`config.mk`:
```
export PLATFORM = sky130hd
export DESIGN_NAME = chunked_body_decoder
export DESIGN_NICKNAME = d
export VERILOG_FILES = /design/src/rtl/core/cbd_pkg.sv /design/src/rtl/core/chunked_body_decoder.sv
export VERILOG_INCLUDE_DIRS = /design/src /design/src/rtl/core
export SDC_FILE = /design/constraint.sdc
export NUM_CORES = 1
export LEC_CHECK = 0
export ABC_AREA = 1
export ABC_CLOCK_PERIOD_IN_PS = 5100
export BUFFER_PORTS_ARGS = -buffer_cell sky130_fd_sc_hd__buf_2
export CORE_ASPECT_RATIO = 1.4
export CORE_MARGIN = 2
export CORE_UTILIZATION = 31
export CTS_BUF_LIST = sky130_fd_sc_hd__clkbuf_4
export CTS_CLUSTER_DIAMETER = 30
export DETAILED_ROUTE_END_ITERATION = 8
export GPL_ROUTABILITY_DRIVEN = 1
export HOLD_SLACK_MARGIN = 0.08
export SKIP_CTS_REPAIR_TIMING = 1
export SLEW_MARGIN = 5
export SYNTH_ARGS = -nofsm -noshare
export SYNTH_HDL_FRONTEND = slang
export SYNTH_SLANG_ARGS = --single-unit
```
`constraint.sdc`:
```
create_clock -name clk -period 5.1 [get_ports clk]
set_input_delay 1.02 -clock clk [delete_from_list [all_inputs] [get_ports clk]]
set_output_delay 1.02 -clock clk [all_outputs]
set_load 0.01 [all_outputs]
```
`src/rtl/core/assert_macros.svh`:
```
// assertion macros for the rtl, clocked on clk and disabled while arst_n is low
`ifndef ASSERT_MACROS_SVH
`define ASSERT_MACROS_SVH

// property that must hold at every clock edge
`define ASSERT_ALWAYS(lbl, expr, msg) \
	lbl: assert property (@(posedge clk) disable iff (!arst_n) (expr)) else $error(msg);

// same-cycle implication
`define ASSERT_IMPL(lbl, ante, cons, msg) \
	lbl: assert property (@(posedge clk) disable iff (!arst_n) (ante) |-> (cons)) else $error(msg);

// next-cycle implication
`define ASSERT_NEXT(lbl, ante, cons, msg) \
	lbl: assert property (@(posedge clk) disable iff (!arst_n) (ante) |=> (cons)) else $error(msg);

`endif

```
`src/rtl/core/cbd_pkg.sv`:
```
// types and constants of the chunked body decoder
package cbd_pkg;

	typedef enum logic [2:0] {
		PH_SIZE    = 3'd0,
		PH_DATA    = 3'd1,
		PH_TERM_A  = 3'd2,
		PH_TERM_B  = 3'd3,
		PH_TRAILER = 3'd4
	} phase_t;

	typedef enum logic [1:0] {
		LS_BEFORE = 2'd0,
		LS_DIGITS = 2'd1,
		LS_SKIP   = 2'd2,
		LS_BAD    = 2'd3
	} line_step_t;

	typedef enum logic [2:0] {
		ST_RUN      = 3'd0,
		ST_DONE     = 3'd1,
		ST_BAD_SIZE = 3'd2,
		ST_BAD_TERM = 3'd3,
		ST_TRAILER  = 3'd4,
		ST_CLOSED   = 3'd5
	} status_t;

	localparam logic       OP_BYTE  = 1'b0;
	localparam logic       OP_CLOSE = 1'b1;

	localparam logic [7:0] CH_CR  = 8'h0D;
	localparam logic [7:0] CH_LF  = 8'h0A;
	localparam logic [7:0] CH_SP  = 8'h20;
	localparam logic [7:0] CH_TAB = 8'h09;

	localparam logic [15:0] TRAILER_LIMIT_RST = 16'd8192;

	localparam int TCOUNT_W = 17;

endpackage

```
`src/rtl/core/chunked_body_decoder.sv`:
```
// chunked transfer body decoder: size lines, payload pass-through, terminators, trailer
//
// usage:
//  - input channel (in_valid, in_stall, op, data_byte): one word per body byte,
//    op high signals the connection closed instead of a byte
//  - output channel (out_valid, out_stall, body_valid, body_byte, status): exactly one
//    word per input word, in order; body_valid marks a decoded payload byte
//  - cfg_we / cfg_wdata write trailer_limit; only write while no word is in flight
//  - an accepted word is held in the input register, which feeds the decode logic;
//    the result settles into the output register once that register can advance
//  - throughput is one word per cycle while out_stall is low; the decoder state is
//    updated in the single cycle in which a word moves from input to output register
//  - when out_stall is high with a full output register, the input register holds
//    and in_stall rises once it is full too; nothing is dropped
//  - arst_n clears the pipeline, returns the decoder to the start of a size line
//    with status running, and sets trailer_limit to 8192
//  - status is sticky: after the first non-running code every further word
//    reports it with body_valid low and body_byte zero
module chunked_body_decoder #(
	parameter int SIZE_BITS = 32
) (
	input  logic        clk,
	input  logic        arst_n,

	input  logic        in_valid,
	output logic        in_stall,
	input  logic        op,
	input  logic [7:0]  data_byte,

	output logic        out_valid,
	input  logic        out_stall,
	output logic        body_valid,
	output logic [7:0]  body_byte,
	output logic [2:0]  status,

	input  logic        cfg_we,
	input  logic [15:0] cfg_wdata
);

	logic                  s1_valid_q;
	logic                  op_s1;
	logic [7:0]            byte_s1;

	logic                  out_valid_q;
	logic                  body_valid_s2;
	logic [7:0]            body_byte_s2;
	logic [2:0]            status_s2;

	logic [15:0]           trailer_limit_q;
	cbd_pkg::phase_t       phase_q, phase_d;
	cbd_pkg::line_step_t   step_q, step_d;
	logic                  cr_pending_q, cr_pending_d;
	logic [SIZE_BITS-1:0]  accum_q, accum_d;
	logic [SIZE_BITS-1:0]  bytes_left_q, bytes_left_d;
	logic [cbd_pkg::TCOUNT_W-1:0] tcount_q, tcount_d, tcount_inc;
	cbd_pkg::status_t      final_q, final_d;

	logic                  adv_out, adv_s1, fire;
	logic                  res_valid;
	logic [7:0]            res_byte;
	logic                  is_hex, is_blank, is_cr, is_lf;
	logic [3:0]            hex_val;
	logic [SIZE_BITS-1:0]  bytes_dec;

	assign adv_out  = !out_valid_q || !out_stall;
	assign adv_s1   = !s1_valid_q || adv_out;
	assign fire     = s1_valid_q && adv_out;
	assign in_stall = !adv_s1;

	// hex digit decode of the current byte
	always_comb begin
		is_hex  = 1'b1;
		hex_val = 4'd0;
		if (byte_s1 >= 8'h30 && byte_s1 <= 8'h39) begin
			hex_val = 4'(byte_s1 - 8'h30);
		end else if (byte_s1 >= 8'h61 && byte_s1 <= 8'h66) begin
			hex_val = 4'(byte_s1 - 8'h57);
		end else if (byte_s1 >= 8'h41 && byte_s1 <= 8'h46) begin
			hex_val = 4'(byte_s1 - 8'h37);
		end else begin
			is_hex = 1'b0;
		end
	end

	assign is_blank   = (byte_s1 == cbd_pkg::CH_SP) || (byte_s1 == cbd_pkg::CH_TAB);
	assign is_cr      = (byte_s1 == cbd_pkg::CH_CR);
	assign is_lf      = (byte_s1 == cbd_pkg::CH_LF);
	assign bytes_dec  = bytes_left_q - SIZE_BITS'(1);
	// saturates one past the widest limit
	assign tcount_inc = tcount_q[cbd_pkg::TCOUNT_W-1] ? tcount_q
		: tcount_q + cbd_pkg::TCOUNT_W'(1);

	always_comb begin
		phase_d      = phase_q;
		step_d       = step_q;
		cr_pending_d = cr_pending_q;
		accum_d      = accum_q;
		bytes_left_d = bytes_left_q;
		tcount_d     = tcount_q;
		final_d      = final_q;
		res_valid    = 1'b0;
		res_byte     = 8'd0;
		if (final_q == cbd_pkg::ST_RUN) begin
			if (op_s1 == cbd_pkg::OP_CLOSE) begin
				final_d = cbd_pkg::ST_CLOSED;
			end else begin
				unique case (phase_q)
					cbd_pkg::PH_SIZE: begin
						if (cr_pending_q && is_lf) begin
							if (step_q == cbd_pkg::LS_BEFORE || step_q == cbd_pkg::LS_BAD) begin
								final_d = cbd_pkg::ST_BAD_SIZE;
							end else begin
								cr_pending_d = 1'b0;
								if (accum_q == '0) begin
									phase_d  = cbd_pkg::PH_TRAILER;
									tcount_d = '0;
								end else begin
									bytes_left_d = accum_q;
									phase_d      = cbd_pkg::PH_DATA;
								end
							end
						end else if (cr_pending_q) begin
							// lone cr acts as a non-digit, the new byte then falls in skip or bad
							cr_pending_d = is_cr;
							if (step_q == cbd_pkg::LS_BEFORE) begin
								step_d = cbd_pkg::LS_BAD;
							end else if (step_q == cbd_pkg::LS_DIGITS) begin
								step_d = cbd_pkg::LS_SKIP;
							end
						end else if (is_cr) begin
							cr_pending_d = 1'b1;
						end else begin
							unique case (step_q)
								cbd_pkg::LS_BEFORE: begin
									if (!is_blank) begin
										if (is_hex) begin
											step_d  = cbd_pkg::LS_DIGITS;
											accum_d = {{(SIZE_BITS-4){1'b0}}, hex_val};
										end else begin
											step_d = cbd_pkg::LS_BAD;
										end
									end
								end
								cbd_pkg::LS_DIGITS: begin
									if (!is_hex) begin
										step_d = cbd_pkg::LS_SKIP;
									end else if (accum_q[SIZE_BITS-1 -: 4] != 4'd0) begin
										step_d = cbd_pkg::LS_BAD;
									end else begin
										accum_d = {accum_q[SIZE_BITS-5:0], hex_val};
									end
								end
								default: begin
								end
							endcase
						end
					end
					cbd_pkg::PH_DATA: begin
						res_valid    = 1'b1;
						res_byte     = byte_s1;
						bytes_left_d = bytes_dec;
						if (bytes_dec == '0) begin
							phase_d = cbd_pkg::PH_TERM_A;
						end
					end
					cbd_pkg::PH_TERM_A: begin
						cr_pending_d = is_cr;
						phase_d      = cbd_pkg::PH_TERM_B;
					end
					cbd_pkg::PH_TERM_B: begin
						if (cr_pending_q && is_lf) begin
							phase_d      = cbd_pkg::PH_SIZE;
							step_d       = cbd_pkg::LS_BEFORE;
							cr_pending_d = 1'b0;
							accum_d      = '0;
						end else begin
							final_d = cbd_pkg::ST_BAD_TERM;
						end
					end
					cbd_pkg::PH_TRAILER: begin
						if (cr_pending_q && is_lf) begin
							final_d = cbd_pkg::ST_DONE;
						end else begin
							cr_pending_d = is_cr;
							tcount_d     = tcount_inc;
							if (tcount_inc > {1'b0, trailer_limit_q}) begin
								final_d = cbd_pkg::ST_TRAILER;
							end
						end
					end
					default: begin
					end
				endcase
			end
		end
	end

	// control and decoder state
	always_ff @(posedge clk or negedge arst_n) begin
		if (!arst_n) begin
			s1_valid_q      <= 1'b0;
			out_valid_q     <= 1'b0;
			trailer_limit_q <= cbd_pkg::TRAILER_LIMIT_RST;
			phase_q         <= cbd_pkg::PH_SIZE;
			step_q          <= cbd_pkg::LS_BEFORE;
			cr_pending_q    <= 1'b0;
			accum_q         <= '0;
			bytes_left_q    <= '0;
			tcount_q        <= '0;
			final_q         <= cbd_pkg::ST_RUN;
		end else begin
			if (adv_s1) begin
				s1_valid_q <= in_valid;
			end
			if (adv_out) begin
				out_valid_q <= s1_valid_q;
			end
			if (cfg_we) begin
				trailer_limit_q <= cfg_wdata;
			end
			if (fire) begin
				phase_q      <= phase_d;
				step_q       <= step_d;
				cr_pending_q <= cr_pending_d;
				accum_q      <= accum_d;
				bytes_left_q <= bytes_left_d;
				tcount_q     <= tcount_d;
				final_q      <= final_d;
			end
		end
	end

	// payload registers
	always_ff @(posedge clk) begin
		if (adv_s1 && in_valid) begin
			op_s1   <= op;
			byte_s1 <= data_byte;
		end
		if (fire) begin
			body_valid_s2 <= res_valid;
			body_byte_s2  <= res_byte;
			status_s2     <= final_d;
		end
	end

	assign out_valid  = out_valid_q;
	assign body_valid = body_valid_s2;
	assign body_byte  = body_byte_s2;
	assign status     = status_s2;

	`include "assert_macros.svh"

	`ASSERT_IMPL(a_data_only_running, out_valid_q && body_valid_s2, status_s2 == cbd_pkg::ST_RUN, "payload word with non-running status")
	`ASSERT_NEXT(a_status_sticky, final_q != cbd_pkg::ST_RUN, final_q == $past(final_q), "final status changed after end")
	`ASSERT_IMPL(a_data_has_bytes, phase_q == cbd_pkg::PH_DATA, bytes_left_q != '0, "data phase with no bytes left")
	`ASSERT_IMPL(a_no_stall_when_empty, !s1_valid_q, !in_stall, "input stalled with empty input register")

endmodule

```
==> load_flow_metrics.sql <==
INSERT INTO impl_metrics (metric_group, metric, value, unit) VALUES
('placement', 'dpl.hpwl', '14.3', 'mm'),
('floorplan', 'height_of_the_die', '193', 'microns'),
('yosys', 'synthTopCellsByArea', 'dfrtp_1, nand2_1, edfxtp_1', ''),
('yosys', 'synth_top_area_share', '33.9', '%'),
('yosys', 'ys_seq_area_share', '42.2', '%'),
('critical_path', 'timing.critical_path.slowest_stage_cell', 'dfrtp_1', ''),
('yosys', 'number_of_flip_flops_and_latches_in_the_synthesized_netlist', '129', ''),
('critical_path', 'end_kind', 'flop', ''),
('grt', 'grt_use_total', '14.8', '%'),
('sta', 'clock-skew-final', '21.9', 'ps'),
('yosys', 'ys_async_sr_fraction', '83.7', '%'),
('floorplan', 'floorplan.io_pins', '44', ''),
('route', 'avgViaCountPerCell', '4.93', ''),
('sta', 'final.setup.worst_slack', '1830', 'ps'),
('critical_path', 'crit_chain', 'ha_1 -> nand3_1 -> nor2_1 -> nand2_1 -> nor3_1 -> nand3_1 -> xnor2_1 -> ha_1 -> a21oi_1 -> o21ai_0 -> a21boi_0 -> nand2_1 -> nand2_1 -> nand2_1 -> nand2_1 -> nand2_1 -> nand2_1 -> nand3_1 -> nand2_1 -> nand2_1', ''),
('floorplan', 'starting_density_of_the_core', '31.3', '%'),
('sta', 'final_max_slew_viol_count', '0', ''),
('finish', 'final_net_count', '1124', ''),
('grt', 'antenna_found_initial', '1', ''),
('pwr', 'power.ir.vdd_worst', '0.000160', 'V'),
('yosys', 'ys.warnings.count', '0', ''),
('cts', 'clk_root_buffer_cell', 'clkbuf_4', ''),
('yosys', 'syn-instance-count', '1031', ''),
('pwr', 'total_power', '1.90', 'mW'),
('sta', 'timing.final.setup_violations', '0', ''),
('sta', 'fin_tns_setup', '0', 'ps'),
('yosys', 'postSynthNetCount', '1086', ''),
('placement', 'preCtsSetupSlack', '1630', 'ps'),
('route', 'routed_wirelength', '19.5', 'mm'),
('sta', 'worst_slew_margin_rel', '38.4', '%'),
('floorplan', 'fp-row-count', '69', ''),
('sta', 'max_slew.worst_pin.slew', '923', 'ps'),
('pwr', 'power-per-cell-area', '220', 'nW/um^2'),
('critical_path', 'startpoint_type', 'flop', ''),
('critical_path', 'worst_ep_arrival_time', '3600', 'ps'),
('route', 'route.vias.total', '6907', ''),
('critical_path', 'cp_common_cell', 'nand2_1', ''),
('grt', 'grt_pass1_wl', '32.0', 'mm'),
('critical_path', 'critical-path-top-delay-family', 'simple AND/OR/NAND/NOR gates', ''),
('route', 'count_of_routing_violations_after_the_opening_detailed_route_iteration', '370', ''),
('route', 'iteration_count_of_the_initial_detailed_routing_pass', '5', ''),
('route', 'routed_wire_length_per_instance', '13.9', 'microns'),
('yosys', 'yosys.cell_types.count', '48', ''),
('cts', 'tritoncts', 'done', ''),
('sta', 'hold_ws', '400', 'ps'),
('status', 'run_status', 'finished, final reports clean', ''),
('critical_path', 'critPathKind', 'flop to flop', ''),
('hold_path', 'path_category_of_the_worst_min_delay_check', 'input port to asynchronous set/reset pin', ''),
('yosys', 'netlist.top_cell.by_area', 'dfrtp_1', ''),
('critical_path', 'worst-path-max-fanout', '4', ''),
('floorplan', 'die_area', '26800', 'sq um'),
('finish', 'drive_gt1_share', '15.9', '%'),
('route', 'drc_errors', '0', ''),
('route', 'detail-route-antenna-nets', '0', ''),
('yosys', 'netlist_area', '7900', 'sq um'),
('yosys', 'synth_edf_count', '21', ''),
('sta', 'max_freq', '305', 'MHz'),
('finish', 'layout_commonest_cell', 'nand2_1', ''),
('sta', 'rsz0062_at_grt', 'false', ''),
('critical_path', 'cp.required', '5420', 'ps'),
('placement', 'port_buffers', '43', ''),
('grt', 'first_global_vias', '6669', ''),
('yosys', 'syn-mean-instance-area', '7.66', 'sq um'),
('critical_path', 'critPathBufInv', '0', ''),
('finish', 'area_growth_syn_to_layout', '9.60', '%'),
('cts', 'cts-buffers-inserted', '17', ''),
('finish', 'final_core_util', '34.3', '%'),
('grt', 'global_route.overflow_total', '0', ''),
('sta', 'finalCritPeriodShare', '64.2', '%'),
('critical_path', 'crit_path_max_cell_delay', '430', 'ps'),
('cts', 'cts_num_sinks', '129', '');
[flip-flops by register name (all words and copies together) (netlist names)]
name	flops
body_byte	8
step_q	2
out_valid	1
bytes_left_q	32
s1_valid_q	1
byte_s1	8
tcount_q	17
status	3
body_valid	1
trailer_limit_q	16
phase_q	3
cr_pending_q	1
accum_q	32
final_q	3
op_s1	1
[per-stage QoR]
stage / instance area [sq um] / cells
3_3_place_gp: 8380 / 1369
6_report: 8660 / 1402
4_1_cts: 8650 / 1401
5_1_grt: 8660 / 1402
2_1_floorplan: 7900 / 1031
3_5_place_dp: 8380 / 1369
[area by class of cell]
type / instances / area [sq um]
repair buffers: 48 / 255
clock buffers: 18 / 135
inverters: 127 / 478
clock inverters: 14 / 141
diodes: 1 / 2.50
fillers: 2730 / 16600
well taps: 319 / 399
multi-input cells: 746 / 3910
flip-flops and latches: 129 / 3330
[power breakdown]
| part | internal, mW | switching (mW) |
|---|---|---|
| sequential | 1.07 | 0.0107 |
| combinational | 0.0358 | 0.0779 |
| clock | 0.293 | 0.410 |
| total | 1.40 | 0.498 |
[Yosys cell counts (all sizes together), types with 2 or more instances]
library cell  number
buf               14
a22oi              2
xor2              10
a31oi              2
o22ai             18
inv              126
a22o               9
o211ai            10
nand3             75
nor2             148
a21oi             15
nor3              17
nor4               8
xnor2              6
nand2            267
o31ai              2
nand4             18
edfxtp            21
o21ai            104
clkbuf            15
ha                25
dfrtp            107
[kinds of logic after synthesis]
group / synth area share [%]
buffers and inverters: 8.27
xor gates and xnor gates: 1.77
and+or+nand+nor: 29.8
DFF: 42.2
AOI/OAI and AO/OA: 13.9
adders and majority gates: 3.96
muxes: 0.143
[worst register-to-register path, delay by kind of cell, from the launching register on]
| kind | cells | cell delay, ps |
|---|---|---|
| AOI/OAI and AO/OA | 3 | 390 |
| and+or+nand+nor | 14 | 1530 |
| DFF | 1 | 430 |
| xor gates and xnor gates | 1 | 210 |
| adders and majority gates | 2 | 460 |
[per-layer routing]
| metal | up-vias | GRT usage (%) | part of all wire, % | wire length [microns] |
|---|---|---|---|---|
| met5 | - | 0 | 0 | 0 |
| met4 | 0 | 7.81 | 3.9 | 756 |
| met3 | 40 | 2.58 | 3.0 | 586 |
| met2 | 137 | 27.4 | 53 | 10400 |
| met1 | 3266 | 16.2 | 40 | 7760 |
| li1 | 3464 | - | - | - |
[worst paths after layout]
kind	slack, ps	end	depth (start not counted)	startpoint
setup / recovery	1830	status[2]	20	tcount_q[0]
hold / removal	400	s1_valid_q	1	arst_n
setup reg to reg	1830	status[2]	20	tcount_q[0]
hold reg to reg	490	out_valid	2	s1_valid_q
max in group asynchronous	3720	bytes_left_q[3]	2	arst_n
min in group clk	490	out_valid	2	s1_valid_q
(Power assumes the default switching activity.)
